$ cat src/hdl/fpha_pkg.sv
`timescale 1ns / 1ps
package fpha_pkg;

  localparam int ADDR_W = 20;
  localparam int SIZE_W = 21;
  localparam int REQ_W  = 21;
  localparam int KIND_W = 2;
  localparam int STAT_W = 3;
  localparam int POL_W  = 2;

  localparam int HEAP_BYTES_DEF   = 1048576;
  localparam int HEADER_BYTES_DEF = 48;
  localparam int MAX_BLOCKS_DEF   = 64;

  localparam logic [KIND_W-1:0] KIND_ALLOC   = 2'd0;
  localparam logic [KIND_W-1:0] KIND_RELEASE = 2'd1;
  localparam logic [KIND_W-1:0] KIND_RESIZE  = 2'd2;

  localparam logic [STAT_W-1:0] ST_OK    = 3'd0;
  localparam logic [STAT_W-1:0] ST_NOFIT = 3'd1;
  localparam logic [STAT_W-1:0] ST_SIZE  = 3'd2;
  localparam logic [STAT_W-1:0] ST_ADDR  = 3'd3;
  localparam logic [STAT_W-1:0] ST_FULL  = 3'd4;

  localparam logic [POL_W-1:0] FIT_NEXT = 2'd1;
  localparam logic [POL_W-1:0] FIT_BEST = 2'd2;

  typedef struct packed {
    logic [ADDR_W-1:0] start;
    logic [SIZE_W-1:0] size;
    logic              free;
  } entry_t;

  localparam int ENTRY_W = $bits(entry_t);

endpackage

$ cat src/hdl/fpha_ram.sv
`timescale 1ns / 1ps
module fpha_ram #(
  parameter int WIDTH = 8,
  parameter int DEPTH = 16
) (
  input  logic                     clk,
  input  logic                     we,
  input  logic [$clog2(DEPTH)-1:0] waddr,
  input  logic [WIDTH-1:0]         wdata,
  input  logic [$clog2(DEPTH)-1:0] raddr,
  output logic [WIDTH-1:0]         rdata
);

  logic [WIDTH-1:0] mem [DEPTH];

  always_ff @(posedge clk) begin
    if (we) begin
      mem[waddr] <= wdata;
    end
    rdata <= mem[raddr];
  end

endmodule

$ cat src/hdl/fit_policy_heap_allocator.sv
`timescale 1ns / 1ps
// one request at a time; busy stays high from accept until the result strobe,
// and a new request can be taken in the cycle that carries done
// a size error or unused kind goes straight to the result; a table scan reads
// one entry at a time, a moving resize scans three times (find, fit, find
// again) and each table shift moves one entry at a time. after rst the S_INIT
// state writes the whole-heap free entry, busy meanwhile; done pulses one
// cycle with the result, no stall
module fit_policy_heap_allocator #(
  parameter int HEAP_BYTES   = fpha_pkg::HEAP_BYTES_DEF,
  parameter int HEADER_BYTES = fpha_pkg::HEADER_BYTES_DEF,
  parameter int MAX_BLOCKS   = fpha_pkg::MAX_BLOCKS_DEF
) (
  input  logic                        clk,
  input  logic                        rst,
  input  logic                        start,
  output logic                        busy,
  input  logic [fpha_pkg::KIND_W-1:0] kind,
  input  logic [fpha_pkg::REQ_W-1:0]  request_bytes,
  input  logic [fpha_pkg::ADDR_W-1:0] address,
  output logic                        done,
  output logic [fpha_pkg::ADDR_W-1:0] result_address,
  output logic [fpha_pkg::STAT_W-1:0] status,
  output logic                        moved,
  input  logic                        cfg_valid,
  output logic                        cfg_ready,
  input  logic [fpha_pkg::POL_W-1:0]  cfg_fit_policy
);
  import fpha_pkg::*;

  localparam int IW = $clog2(MAX_BLOCKS);
  localparam int CW = $clog2(MAX_BLOCKS + 1);
  localparam logic [SIZE_W-1:0] HDR = SIZE_W'(HEADER_BYTES);
  localparam logic [REQ_W:0] MAX_NEED = (REQ_W + 1)'(HEAP_BYTES - HEADER_BYTES);
  localparam logic [CW-1:0] CNT_MAX = CW'(MAX_BLOCKS);

  typedef enum logic [4:0] {
    S_INIT, S_IDLE, S_FIND_RD, S_FIND_CK, S_NB_RD, S_NB_CK, S_PV_RD, S_PV_CK,
    S_DISPATCH, S_REL_PRV, S_FIT_RD, S_FIT_CK, S_ALLOC, S_ALLOC_FIN,
    S_SH, S_SH_W, S_WR_CUR, S_DONE
  } state_t;

  state_t state, cont;

  logic [POL_W-1:0]  fit_policy;
  logic [CW-1:0]     cnt;
  logic [IW-1:0]     cursor;
  logic [KIND_W-1:0] kind_r;
  logic [SIZE_W-1:0] need;
  logic [ADDR_W-1:0] addr_r;
  logic              phase;
  logic [IW-1:0]     i_idx;
  entry_t            e_cur, e_nxt, e_prv, best_e, sh_e;
  logic              has_nxt, has_prv;
  logic [CW-1:0]     s_idx;
  logic [IW-1:0]     best_idx;
  logic              best_found;
  logic              sh_ins;
  logic [CW-1:0]     sh_j, sh_k;

  logic              ram_we;
  logic [IW-1:0]     ram_waddr, ram_raddr;
  entry_t            ram_wdata, ram_q;

  fpha_ram #(.WIDTH(ENTRY_W), .DEPTH(MAX_BLOCKS)) u_table (
    .clk   (clk),
    .we    (ram_we),
    .waddr (ram_waddr),
    .wdata (ram_wdata),
    .raddr (ram_raddr),
    .rdata (ram_q)
  );

  // request decode
  logic [REQ_W:0] need_w;
  logic           size_bad;
  assign need_w   = ((REQ_W + 1)'(request_bytes) + (REQ_W + 1)'(7)) & ~(REQ_W + 1)'(7);
  assign size_bad = (request_bytes == '0) || (need_w > MAX_NEED);

  // shared arithmetic on the current block and its neighbors
  logic [CW-1:0]     i_ext, i_inc;
  logic [SIZE_W-1:0] rem_cur;
  logic [SIZE_W:0]   comb_sz, comb_rem;
  logic [SIZE_W-1:0] rel_size;
  logic              nxt_free, prv_free, is_rel, fits_in, split, grow_ok, grow_split;
  logic [SIZE_W:0]   tail_start;
  logic [SIZE_W:0]   pay_addr;
  logic              fit_hit, fit_better;
  logic [CW-1:0]     cur_ext;

  assign i_ext      = CW'(i_idx);
  assign i_inc      = i_ext + CW'(1);
  assign cur_ext    = CW'(cursor);
  assign nxt_free   = has_nxt && e_nxt.free;
  assign prv_free   = has_prv && e_prv.free;
  assign is_rel     = (kind_r == KIND_RELEASE) || phase;
  assign rem_cur    = e_cur.size - need;
  assign fits_in    = need <= e_cur.size;
  assign split      = rem_cur > HDR;
  assign comb_sz    = (SIZE_W + 1)'(e_cur.size) + (SIZE_W + 1)'(HDR)
                      + (SIZE_W + 1)'(e_nxt.size);
  assign comb_rem   = comb_sz - (SIZE_W + 1)'(need);
  assign grow_ok    = nxt_free && (comb_sz >= (SIZE_W + 1)'(need));
  assign grow_split = comb_rem > (SIZE_W + 1)'(HDR);
  assign rel_size   = nxt_free ? comb_sz[SIZE_W-1:0] : e_cur.size;
  assign tail_start = (SIZE_W + 1)'(e_cur.start) + (SIZE_W + 1)'(HDR)
                      + (SIZE_W + 1)'(need);
  assign pay_addr   = (SIZE_W + 1)'(e_cur.start) + (SIZE_W + 1)'(HDR);
  assign fit_hit    = ram_q.free && (ram_q.size >= need);
  assign fit_better = !best_found || (ram_q.size < best_e.size);

  assign busy      = (state != S_IDLE);
  assign cfg_ready = (state == S_IDLE);

  // table port control
  always_comb begin
    ram_we    = 1'b0;
    ram_waddr = i_idx;
    ram_wdata = e_cur;
    ram_raddr = s_idx[IW-1:0];
    unique case (state)
      S_INIT: begin
        ram_we    = 1'b1;
        ram_waddr = '0;
        ram_wdata = '{start: '0, size: SIZE_W'(HEAP_BYTES - HEADER_BYTES), free: 1'b1};
      end
      S_NB_RD: ram_raddr = i_inc[IW-1:0];
      S_PV_RD: ram_raddr = i_idx - IW'(1);
      S_DISPATCH: begin
        if (is_rel) begin
          ram_we    = 1'b1;
          ram_wdata = '{start: e_cur.start, size: rel_size, free: 1'b1};
        end else if (fits_in) begin
          if (split && nxt_free) begin
            ram_we    = 1'b1;
            ram_waddr = i_inc[IW-1:0];
            ram_wdata = '{start: e_nxt.start - ADDR_W'(rem_cur),
                          size: e_nxt.size + rem_cur, free: 1'b1};
          end
        end else if (grow_ok) begin
          ram_we = 1'b1;
          if (grow_split) begin
            ram_waddr = i_inc[IW-1:0];
            ram_wdata = '{start: tail_start[ADDR_W-1:0],
                          size: comb_rem[SIZE_W-1:0] - HDR, free: 1'b1};
          end else begin
            ram_wdata = '{start: e_cur.start, size: comb_sz[SIZE_W-1:0], free: 1'b0};
          end
        end
      end
      S_REL_PRV: begin
        if (prv_free) begin
          ram_we    = 1'b1;
          ram_waddr = i_idx - IW'(1);
          ram_wdata = '{start: e_prv.start, size: e_prv.size + HDR + e_cur.size,
                        free: 1'b1};
        end
      end
      S_ALLOC_FIN, S_WR_CUR: ram_we = 1'b1;
      S_SH: begin
        if (sh_ins) begin
          if (sh_k > sh_j) begin
            ram_raddr = IW'(sh_k - CW'(1));
          end else begin
            ram_we    = 1'b1;
            ram_waddr = sh_j[IW-1:0];
            ram_wdata = sh_e;
          end
        end else begin
          ram_raddr = IW'(sh_k + CW'(1));
        end
      end
      S_SH_W: begin
        ram_we    = 1'b1;
        ram_waddr = sh_k[IW-1:0];
        ram_wdata = ram_q;
      end
      S_IDLE, S_FIND_RD, S_FIND_CK, S_NB_CK, S_PV_CK, S_FIT_RD, S_FIT_CK,
      S_ALLOC, S_DONE: ;
    endcase
  end

  // sequencer
  always_ff @(posedge clk) begin
    if (rst) begin
      state      <= S_INIT;
      cont       <= S_DONE;
      fit_policy <= '0;
      cnt        <= CW'(1);
      cursor     <= '0;
      done       <= 1'b0;
      phase      <= 1'b0;
    end else begin
      done <= (state == S_DONE);
      if (cfg_valid && cfg_ready) begin
        fit_policy <= cfg_fit_policy;
      end
      unique case (state)
        S_INIT: state <= S_IDLE;
        S_IDLE: begin
          if (start) begin
            kind_r         <= kind;
            need           <= need_w[SIZE_W-1:0];
            addr_r         <= address;
            result_address <= '0;
            moved          <= 1'b0;
            phase          <= 1'b0;
            best_found     <= 1'b0;
            unique case (kind)
              KIND_ALLOC: begin
                if (size_bad) begin
                  status <= ST_SIZE;
                  state  <= S_DONE;
                end else begin
                  status <= ST_OK;
                  s_idx  <= (fit_policy == FIT_NEXT) ? cur_ext : '0;
                  state  <= S_FIT_RD;
                end
              end
              KIND_RELEASE: begin
                status <= ST_OK;
                s_idx  <= '0;
                state  <= S_FIND_RD;
              end
              KIND_RESIZE: begin
                s_idx <= '0;
                if (size_bad) begin
                  status <= ST_SIZE;
                  state  <= S_DONE;
                end else begin
                  status <= ST_OK;
                  state  <= S_FIND_RD;
                end
              end
              default: begin
                status <= ST_ADDR;
                state  <= S_DONE;
              end
            endcase
          end
        end
        S_FIND_RD: begin
          if (s_idx >= cnt) begin
            status <= ST_ADDR;
            state  <= S_DONE;
          end else begin
            state <= S_FIND_CK;
          end
        end
        S_FIND_CK: begin
          if (!ram_q.free && ((SIZE_W + 1)'(ram_q.start) + (SIZE_W + 1)'(HDR)
                              == (SIZE_W + 1)'(addr_r))) begin
            i_idx <= s_idx[IW-1:0];
            e_cur <= ram_q;
            state <= S_NB_RD;
          end else begin
            s_idx <= s_idx + CW'(1);
            state <= S_FIND_RD;
          end
        end
        S_NB_RD: begin
          has_nxt <= 1'b0;
          state   <= (i_inc < cnt) ? S_NB_CK : S_PV_RD;
        end
        S_NB_CK: begin
          e_nxt   <= ram_q;
          has_nxt <= 1'b1;
          state   <= S_PV_RD;
        end
        S_PV_RD: begin
          has_prv <= 1'b0;
          state   <= (i_idx != '0) ? S_PV_CK : S_DISPATCH;
        end
        S_PV_CK: begin
          e_prv   <= ram_q;
          has_prv <= 1'b1;
          state   <= S_DISPATCH;
        end
        S_DISPATCH: begin
          if (is_rel) begin
            e_cur.size <= rel_size;
            e_cur.free <= 1'b1;
            if (nxt_free) begin
              sh_ins <= 1'b0;
              sh_j   <= i_inc;
              sh_k   <= i_inc;
              cont   <= S_REL_PRV;
              state  <= S_SH;
            end else begin
              state <= S_REL_PRV;
            end
          end else if (fits_in) begin
            result_address <= addr_r;
            if (split && nxt_free) begin
              e_cur.size <= need;
              state      <= S_WR_CUR;
            end else if (split && cnt < CNT_MAX) begin
              e_cur.size <= need;
              sh_ins     <= 1'b1;
              sh_j       <= i_inc;
              sh_k       <= cnt;
              sh_e       <= '{start: tail_start[ADDR_W-1:0], size: rem_cur - HDR,
                              free: 1'b1};
              cont       <= S_WR_CUR;
              state      <= S_SH;
            end else begin
              state <= S_DONE;
            end
          end else if (grow_ok) begin
            result_address <= addr_r;
            if (grow_split) begin
              e_cur.size <= need;
              state      <= S_WR_CUR;
            end else begin
              sh_ins <= 1'b0;
              sh_j   <= i_inc;
              sh_k   <= i_inc;
              cont   <= S_DONE;
              state  <= S_SH;
            end
          end else begin
            // move: allocate a fresh block, release the old one afterwards
            s_idx      <= (fit_policy == FIT_NEXT) ? cur_ext : '0;
            best_found <= 1'b0;
            state      <= S_FIT_RD;
          end
        end
        S_REL_PRV: begin
          if (prv_free) begin
            sh_ins <= 1'b0;
            sh_j   <= i_ext;
            sh_k   <= i_ext;
            cont   <= S_DONE;
            state  <= S_SH;
          end else begin
            state <= S_DONE;
          end
        end
        S_FIT_RD: begin
          if (s_idx >= cnt) begin
            if (fit_policy == FIT_BEST && best_found) begin
              i_idx <= best_idx;
              e_cur <= best_e;
              state <= S_ALLOC;
            end else begin
              status <= ST_NOFIT;
              state  <= S_DONE;
            end
          end else begin
            state <= S_FIT_CK;
          end
        end
        S_FIT_CK: begin
          if (fit_policy == FIT_BEST) begin
            if (fit_hit && fit_better) begin
              best_found <= 1'b1;
              best_idx   <= s_idx[IW-1:0];
              best_e     <= ram_q;
            end
            s_idx <= s_idx + CW'(1);
            state <= S_FIT_RD;
          end else if (fit_hit) begin
            i_idx <= s_idx[IW-1:0];
            e_cur <= ram_q;
            state <= S_ALLOC;
          end else begin
            s_idx <= s_idx + CW'(1);
            state <= S_FIT_RD;
          end
        end
        S_ALLOC: begin
          if (split) begin
            if (cnt >= CNT_MAX) begin
              status <= ST_FULL;
              state  <= S_DONE;
            end else begin
              e_cur.size <= need;
              e_cur.free <= 1'b0;
              sh_ins     <= 1'b1;
              sh_j       <= i_inc;
              sh_k       <= cnt;
              sh_e       <= '{start: tail_start[ADDR_W-1:0], size: rem_cur - HDR,
                              free: 1'b1};
              cont       <= S_ALLOC_FIN;
              state      <= S_SH;
            end
          end else begin
            e_cur.free <= 1'b0;
            state      <= S_ALLOC_FIN;
          end
        end
        S_ALLOC_FIN: begin
          cursor         <= i_idx;
          result_address <= pay_addr[ADDR_W-1:0];
          if (kind_r == KIND_RESIZE) begin
            moved <= 1'b1;
            phase <= 1'b1;
            s_idx <= '0;
            state <= S_FIND_RD;
          end else begin
            state <= S_DONE;
          end
        end
        S_SH: begin
          if (sh_ins) begin
            if (sh_k > sh_j) begin
              state <= S_SH_W;
            end else begin
              cnt <= cnt + CW'(1);
              if (cur_ext >= sh_j) begin
                cursor <= cursor + IW'(1);
              end
              state <= cont;
            end
          end else begin
            if (sh_k + CW'(1) < cnt) begin
              state <= S_SH_W;
            end else begin
              cnt <= cnt - CW'(1);
              // cursor follows its block, then clamps to the new last entry
              if (cur_ext > sh_j) begin
                cursor <= cursor - IW'(1);
              end else if (cur_ext >= cnt - CW'(1)) begin
                cursor <= IW'(cnt - CW'(2));
              end
              state <= cont;
            end
          end
        end
        S_SH_W: begin
          sh_k  <= sh_ins ? sh_k - CW'(1) : sh_k + CW'(1);
          state <= S_SH;
        end
        S_WR_CUR: state <= S_DONE;
        S_DONE: state <= S_IDLE;
      endcase
    end
  end

  a_cnt_range: assert property (@(posedge clk) disable iff (rst)
    (cnt != '0) && (cnt <= CNT_MAX))
    else $error("block count out of range");

  a_cursor_in_table: assert property (@(posedge clk) disable iff (rst)
    (state == S_IDLE) |-> (cur_ext < cnt))
    else $error("next fit cursor beyond table");

  a_done_pulse: assert property (@(posedge clk) disable iff (rst)
    done |=> !done)
    else $error("result strobe longer than one cycle");

  a_accept_busy: assert property (@(posedge clk) disable iff (rst)
    (start && !busy) |=> busy)
    else $error("request accepted but block not busy");

  a_error_zero_addr: assert property (@(posedge clk) disable iff (rst)
    (done && status != ST_OK) |-> (result_address == '0 && !moved))
    else $error("error result carries an address");

endmodule

$ cat config.mk
export PLATFORM = sky130hd
export DESIGN_NAME = fit_policy_heap_allocator
export DESIGN_NICKNAME = d
export VERILOG_FILES = /design/src/hdl/fpha_pkg.sv /design/src/hdl/fpha_ram.sv /design/src/hdl/fit_policy_heap_allocator.sv
export SDC_FILE = /design/constraint.sdc
export NUM_CORES = 2
export LEC_CHECK = 0
export BUFFER_PORTS_ARGS = -buffer_cell sky130_fd_sc_hd__buf_2
export CORE_ASPECT_RATIO = 1.4
export CORE_MARGIN = 1
export CORE_UTILIZATION = 48
export CTS_CLUSTER_SIZE = 16
export DETAILED_ROUTE_END_ITERATION = 10
export HOLD_SLACK_MARGIN = 0.06
export PLACE_DENSITY_LB_ADDON = 0.05
export SLEW_MARGIN = 20
export SYNTH_ARGS = -nofsm -noshare
export SYNTH_HDL_FRONTEND = slang
export SYNTH_SLANG_ARGS = --single-unit
$ cat constraint.sdc
create_clock -name clk -period 11.51 [get_ports clk]
set_clock_uncertainty 0.1 [all_clocks]
set_input_delay 1.7265 -clock clk [delete_from_list [all_inputs] [get_ports clk]]
set_output_delay 1.7265 -clock clk [all_outputs]
set_load 0.1 [all_outputs]
Yosys cells after proc, flatten, opt, wreduce, memory -nomap -nowiden
Memories as Yosys holds them, arrays and structs flattened. A register that Yosys moved wholly into a read port is not among the register bits. Cells that the tools add are included.

Add/sub/neg operators: 24. Multiply operators: 0. Div/mod/pow operators: 0. Order comparisons: 16. Equality and inequality tests: 66. Shift operators: 0. Mux-type cells: 177. Bitwise gates (word level): 1. Reduce and logical (&&, ||, !) cells: 57.

Operators with widths (number): $mux W42 (19); $pmux W42 S5 (1); $mux W7 (29); $mux W21 (8); $mux W5 (30); $mux W6 (22); $pmux W20 S3 (2); $pmux W22 S5 (1); $pmux W5 S17 (1); $pmux W42 S2 (1); $mux W20 (4); $ne A2 B2 Y1 const B (25); $add A21 B21 Y21 (2); $sub A21 B6 Y21 const B (2); $eq A5 B4 Y1 const B (8); $pmux W6 S3 (2); $pmux W7 S5 (1); $pmux W5 S3 (2); $pmux W6 S5 (1); $mux W1 (28); $pmux W7 S4 (1); $mux W3 (9); $ne A3 B3 Y1 const B (8); $ne A4 B4 Y1 const B (6); 75 further kinds (128).

Register bits: 338. Bits in latches: 0. Bits in writable memories: 2688. ROM bits: 0. Bits of input ports: 49. Output and inout port bits: 27. Logic and storage cells: 379. Memories kept: 1.

Memories: u_table.mem (depth 64, width 42, rd ports 1, clocked after Yosys merged registers in 1, write ports 1, line fpha_ram.sv:14) `logic [WIDTH-1:0] mem [DEPTH];`.

Longest topological paths before layout
Depth after elaboration: 10. Mapped depth: 28. Gate-level depth less buffers: 25.

Hierarchy
A second synthesis with hierarchy kept.

Cell total of the unflattened synthesis: 7542. Area, all modules: 130670.3 µm².

Modules (own cells, without submodules): fpha_ram (instances 1, cells each 4448, area an instance 102965.0 µm², seq. area each 81558.2 µm²); fit_policy_heap_allocator (instances 1, cells each 3094, area an instance 27705.3 µm², seq. area each 9829.4 µm²).

Least setup slack after synthesis
No wires, ideal clock.

Path type: register to register. From: register e_cur[2] (netlist bit). To: memory u_table.mem[42][0] (netlist bit), enable pin. Library setup time: 546 ps. Arrival time: 9642 ps. Required time: 10864 ps. Path slack: 1222 ps. Cell stages (with the launch flop): 27. Buffers on the path: 2. Clock period less this slack: 10288 ps. Path through: edfxtp_1 -> ha_1 -> inv_1 -> fa_1 -> nand2b_1 -> a21oi_1 -> o221ai_1 -> a21oi_1 -> o21ai_0 -> a21boi_0 -> or3_1 -> o2111ai_1 -> ha_1 -> and4_1 -> nand2_2 -> a211o_1 -> and4_4 -> or3_4 -> nor3_2 -> and2_1 -> and4_1 -> buf_4 -> nor3_1 -> or3_4 -> o21a_4 -> buf_6 -> nor4_1.

Longest elaborated chain between the ends: 10. Elaborated cells between the ends (all ways): 23. Those cells by class: add/sub (4); order compare (4); mux (13); reduce/logical (2).

RTL lines: from (decl) (line fit_policy_heap_allocator.sv:53) `entry_t e_cur, e_nxt, e_prv, best_e, sh_e;`; from (signal assigned) (line fit_policy_heap_allocator.sv:254) `e_cur <= ram_q;`; from (signal assigned) (line fit_policy_heap_allocator.sv:343) `e_cur <= best_e;`; from (signal assigned) (line fit_policy_heap_allocator.sv:364) `e_cur <= ram_q;`; parallel branches: the longest is 10 deep, another holds $add A21 B6 Y22; to (decl) (line fpha_ram.sv:14).

Several ways; the timed one is not identified.

Worst setup path after layout
From: register e_cur[2] (netlist bit). To: memory u_table.mem[52][40] (netlist bit), enable pin.

Same word-level chain as after synthesis.

==> impl_metrics.tcl <==
set metrics [dict create \
    grt_pass1_vias 81860 \
    crit_family "compound AO/OA/AOI/OAI gates" \
    startpoint_type "flip-flop" \
    min_path_type "flip-flop to flip-flop" \
    fillers 22340 \
    maxCapViolCount 0 \
    cts_setup_buffers 0 \
    fp-row-count 227 \
    grt_max_degree 172 \
    grt_first_pass_wirelength_mm 626.0 \
    pre_cts_slack_ns 2.245 \
    grt_overflow 0 \
    power.switching_mw 17.08 \
    seq_power_share 0.394 \
    initial_core_util 0.4830 \
    ant_nets 0 \
    synthArstFlopShare 0 \
    htreeDepth 5 \
    instances_no_fill 13370 \
    drc 0 \
    cts_tree "done" \
    drv_slew 0 \
    status "finished, final reports clean" \
    switching_share 0.3932 \
    synth_seq_area_share 0.6918 \
    drive_gt1_frac 0.1334 \
    nets 9761 \
    crit_type "flip-flop to flip-flop" \
    cts_root_buffer "clkbuf_16" \
    slowest_delay_ns 0.73 \
    ios 76 \
    dpl_cell_area_um2 138400 \
    slew_headroom 0.1673 \
    numCtsBuffers 308 \
    p_leak_nw 50.48 \
    num_vias 83820 \
    finalCriticalPeriod_ns 9.393 \
    routed_wirelength_mm 448.6 \
    syn_to_final_growth_pct 12.46 \
    crit_arrival_ns 9.75 \
    hold_buffers 0 \
    critPathBufInv 3 \
    insertion_delay_ns 0.86 \
    place_congestion 1.004 \
    setup_tns_ns 0 \
    viasPerCell 6.270 \
    die_w_um 445.4 \
    path_clk_slew_ns 0.07 \
    intPower_mw 26.35 \
    post-dp-hpwl_mm 293.8 \
    synthesis.area_um2 132100 \
    vdd_drop_max_v 0.0003351 \
    ys_warn_count 0 \
    syn_nets 9608 \
    setup_violations 0 \
    synth_cells 9287 \
    drt-pass1-iter-count 8 \
    fp.dieH_um 622.7 \
    core-area_um2 273500 \
    layout_setup_ws_ns 2.117 \
    synth_area_leader_cell "edfxtp_1" \
    cts_sinks 3066 \
    syn_area_per_cell_um2 14.22 \
    path_common_cell "a21oi_1" \
    synth_top_cell_area_share 0.6815 \
    tightest_slew_ns 1.232 \
    numPortBuffers 75 \
    power_density_nw_per_um2 292.4 \
    fin_crit_sh 0.8161 \
    combinationalPowerShare 0.371 \
    antenna_found_initial 44 \
    cts_resized 0 \
    crit_slowest_cell "buf_4" \
    wl_per_cell_um 33.56 \
    power_mw 43.43 \
    drt_iter0_drc 8926 \
    ys_seq_elements 3066 \
    rsz0062_at_grt "no" \
    clock.fmax_mhz 106.5 \
    netlist-cell-type-count 109 \
    grt_use_total 0.3192 \
    clockBufferDepth 4 \
    hold_viol_final 0 \
    end_kind "flip-flop" \
    cp.required_ns 11.87 \
    dieArea_um2 277300 \
    synth-edff-count 2998 \
    p_clk_frac 0.235 \
    synth_area_leaders "edfxtp_1 (68%), mux4_2 (4.3%), nand2_1 (4.2%)" \
    synthFlopType "edfxtp_1" \
    design_area_um2 148600 \
    path_max_fanout 42 \
    numPlacedInstances 12790 \
]
## per-layer routing
metal  GRT usage  up-vias  part of all wire
met3     0.04606      933             0.064
li1            -    36190                 -
met1      0.3847    43100              0.36
met5           0        -           0.00023
met2      0.5520     3583              0.51
met4      0.1717       18             0.062
## cells by family after synthesis
group           Yosys count  synth area share
compound gates         1792           0.08947
mux                     534           0.06443
fa+ha+maj               272           0.02622
simple gates           2670           0.09061
buf+inv                 720           0.02194
flops                  3066            0.6918
xor+xnor                233           0.01551
## placed cells by master (no fill, tap or decap), types with 27 or more instances in the layout
cell type  instances
mux2i_1          272
bufinv_16         32
nand2_1         1478
xnor2_1          155
a221o_1           29
buf_2             75
o221ai_1          34
xor2_1            77
edfxtp_1        2998
a22oi_1           51
clkbuf_16        320
nor2b_1           36
clkinv_1          61
o21ai_0          215
nor2_1           230
ha_1             264
a31oi_1          209
clkinv_2          44
o22ai_1          231
a221oi_1          31
a211oi_1         162
nand3_1          322
nand2b_1          41
nor3_2            46
buf_4            285
clkbuf_1          51
and3_1           237
dfxtp_1           68
inv_1            187
o21a_1            31
a21oi_1          421
mux4_2           252
o211ai_1          27
a21o_1            47
a2111oi_0         41
nor3_1            74
## worst paths after layout
check | start | end | slack [ns] | depth (start not counted)
worst max-delay path | e_cur[2] | u_table.mem[52][40] | 2.12 | 26
worst min-delay path | cont[3] | cont[3] | 0.38 | 2
worst max register to register | e_cur[2] | u_table.mem[52][40] | 2.12 | 26
worst min register to register | cont[3] | cont[3] | 0.38 | 2
## power groups by stage
stage | logic, mW | clock network, mW | registers [mW]
after CTS | 16.1 | 10.3 | 17.1
final | 16.1 | 10.2 | 17.1
after global placement | 15.8 | 0 | 17.3
after global routing | 16.9 | 10.7 | 17.2
after floorplan | 8.27 | 0 | 17.5
after detailed placement | 16.0 | 0 | 17.3
## cells in the mapped netlist, drive strengths merged (17+ instances only)
cell type and count:
o21a 34, mux4 252, a221o 29, a211o 17, a211oi 170, o21ai 229, edfxtp 2998, xnor2 156
a21o 48, nor4 38, dfxtp 68, o22ai 232, and3 239, a221oi 35, buf 156, o221ai 34
nand2 1486, o211ai 30, and2 24, mux2i 272, ha 264, inv 187, nand4 25, a21oi 438
nand3 325, nor3 120, clkbuf 375, nor2 244, or3 25, nand2b 43, o21bai 17, a22oi 52
nor2b 37, a31oi 221, a22o 19, xor2 77, a2111oi 50
## sequential cells by signal, summed over array words and instances, names as in the netlist, 3 cells and up
name / count
cnt: 7
cursor: 6
e_cur: 42
need: 18
e_nxt: 42
result_address: 20
sh_j: 7
cont: 4
addr_r: 20
e_prv: 42
sh_k: 7
best_e: 42
status: 3
s_idx: 7
state: 5
best_idx: 6
u_table.rdata: 42
i_idx: 6
u_table.mem: 2688
sh_e: 41
## cell type report
class / count / area, um2 / share of cell area
Antenna cell: 24 / 60.06 / 0.0004043
Timing Repair Buffer: 374 / 2798 / 0.01883
Inverter: 189 / 709.4 / 0.004776
Clock inverter: 168 / 1725 / 0.01161
Multi-Input combinational cell: 5501 / 38930 / 0.2621
Sequential cell: 3066 / 91390 / 0.6152
Tap cell: 3664 / 4584 / 0.03086
Clock buffer: 382 / 8351 / 0.05621
## worst reg2reg max path: cells and delay by family, from the launching register on
kind	cells	cell delay [ns]
xor+xnor	1	0.20
buf+inv	3	1.02
fa+ha+maj	3	1.17
flops	1	0.52
simple gates	7	2.71
compound gates	12	3.18
## stage by stage
| stage | utilization | hold slack, ns |
|---|---|---|
| final | 0.5431 | 0.3772 |
| after global routing | 0.5430 | 0.4104 |
| after CTS | 0.5428 | 0.3754 |
| after detailed placement | 0.5060 | 0.3672 |
| after global placement | 0.5057 | 0.3715 |
| after floorplan | - | 0.3410 |
Note: power is estimated with default switching activity, not from simulation.
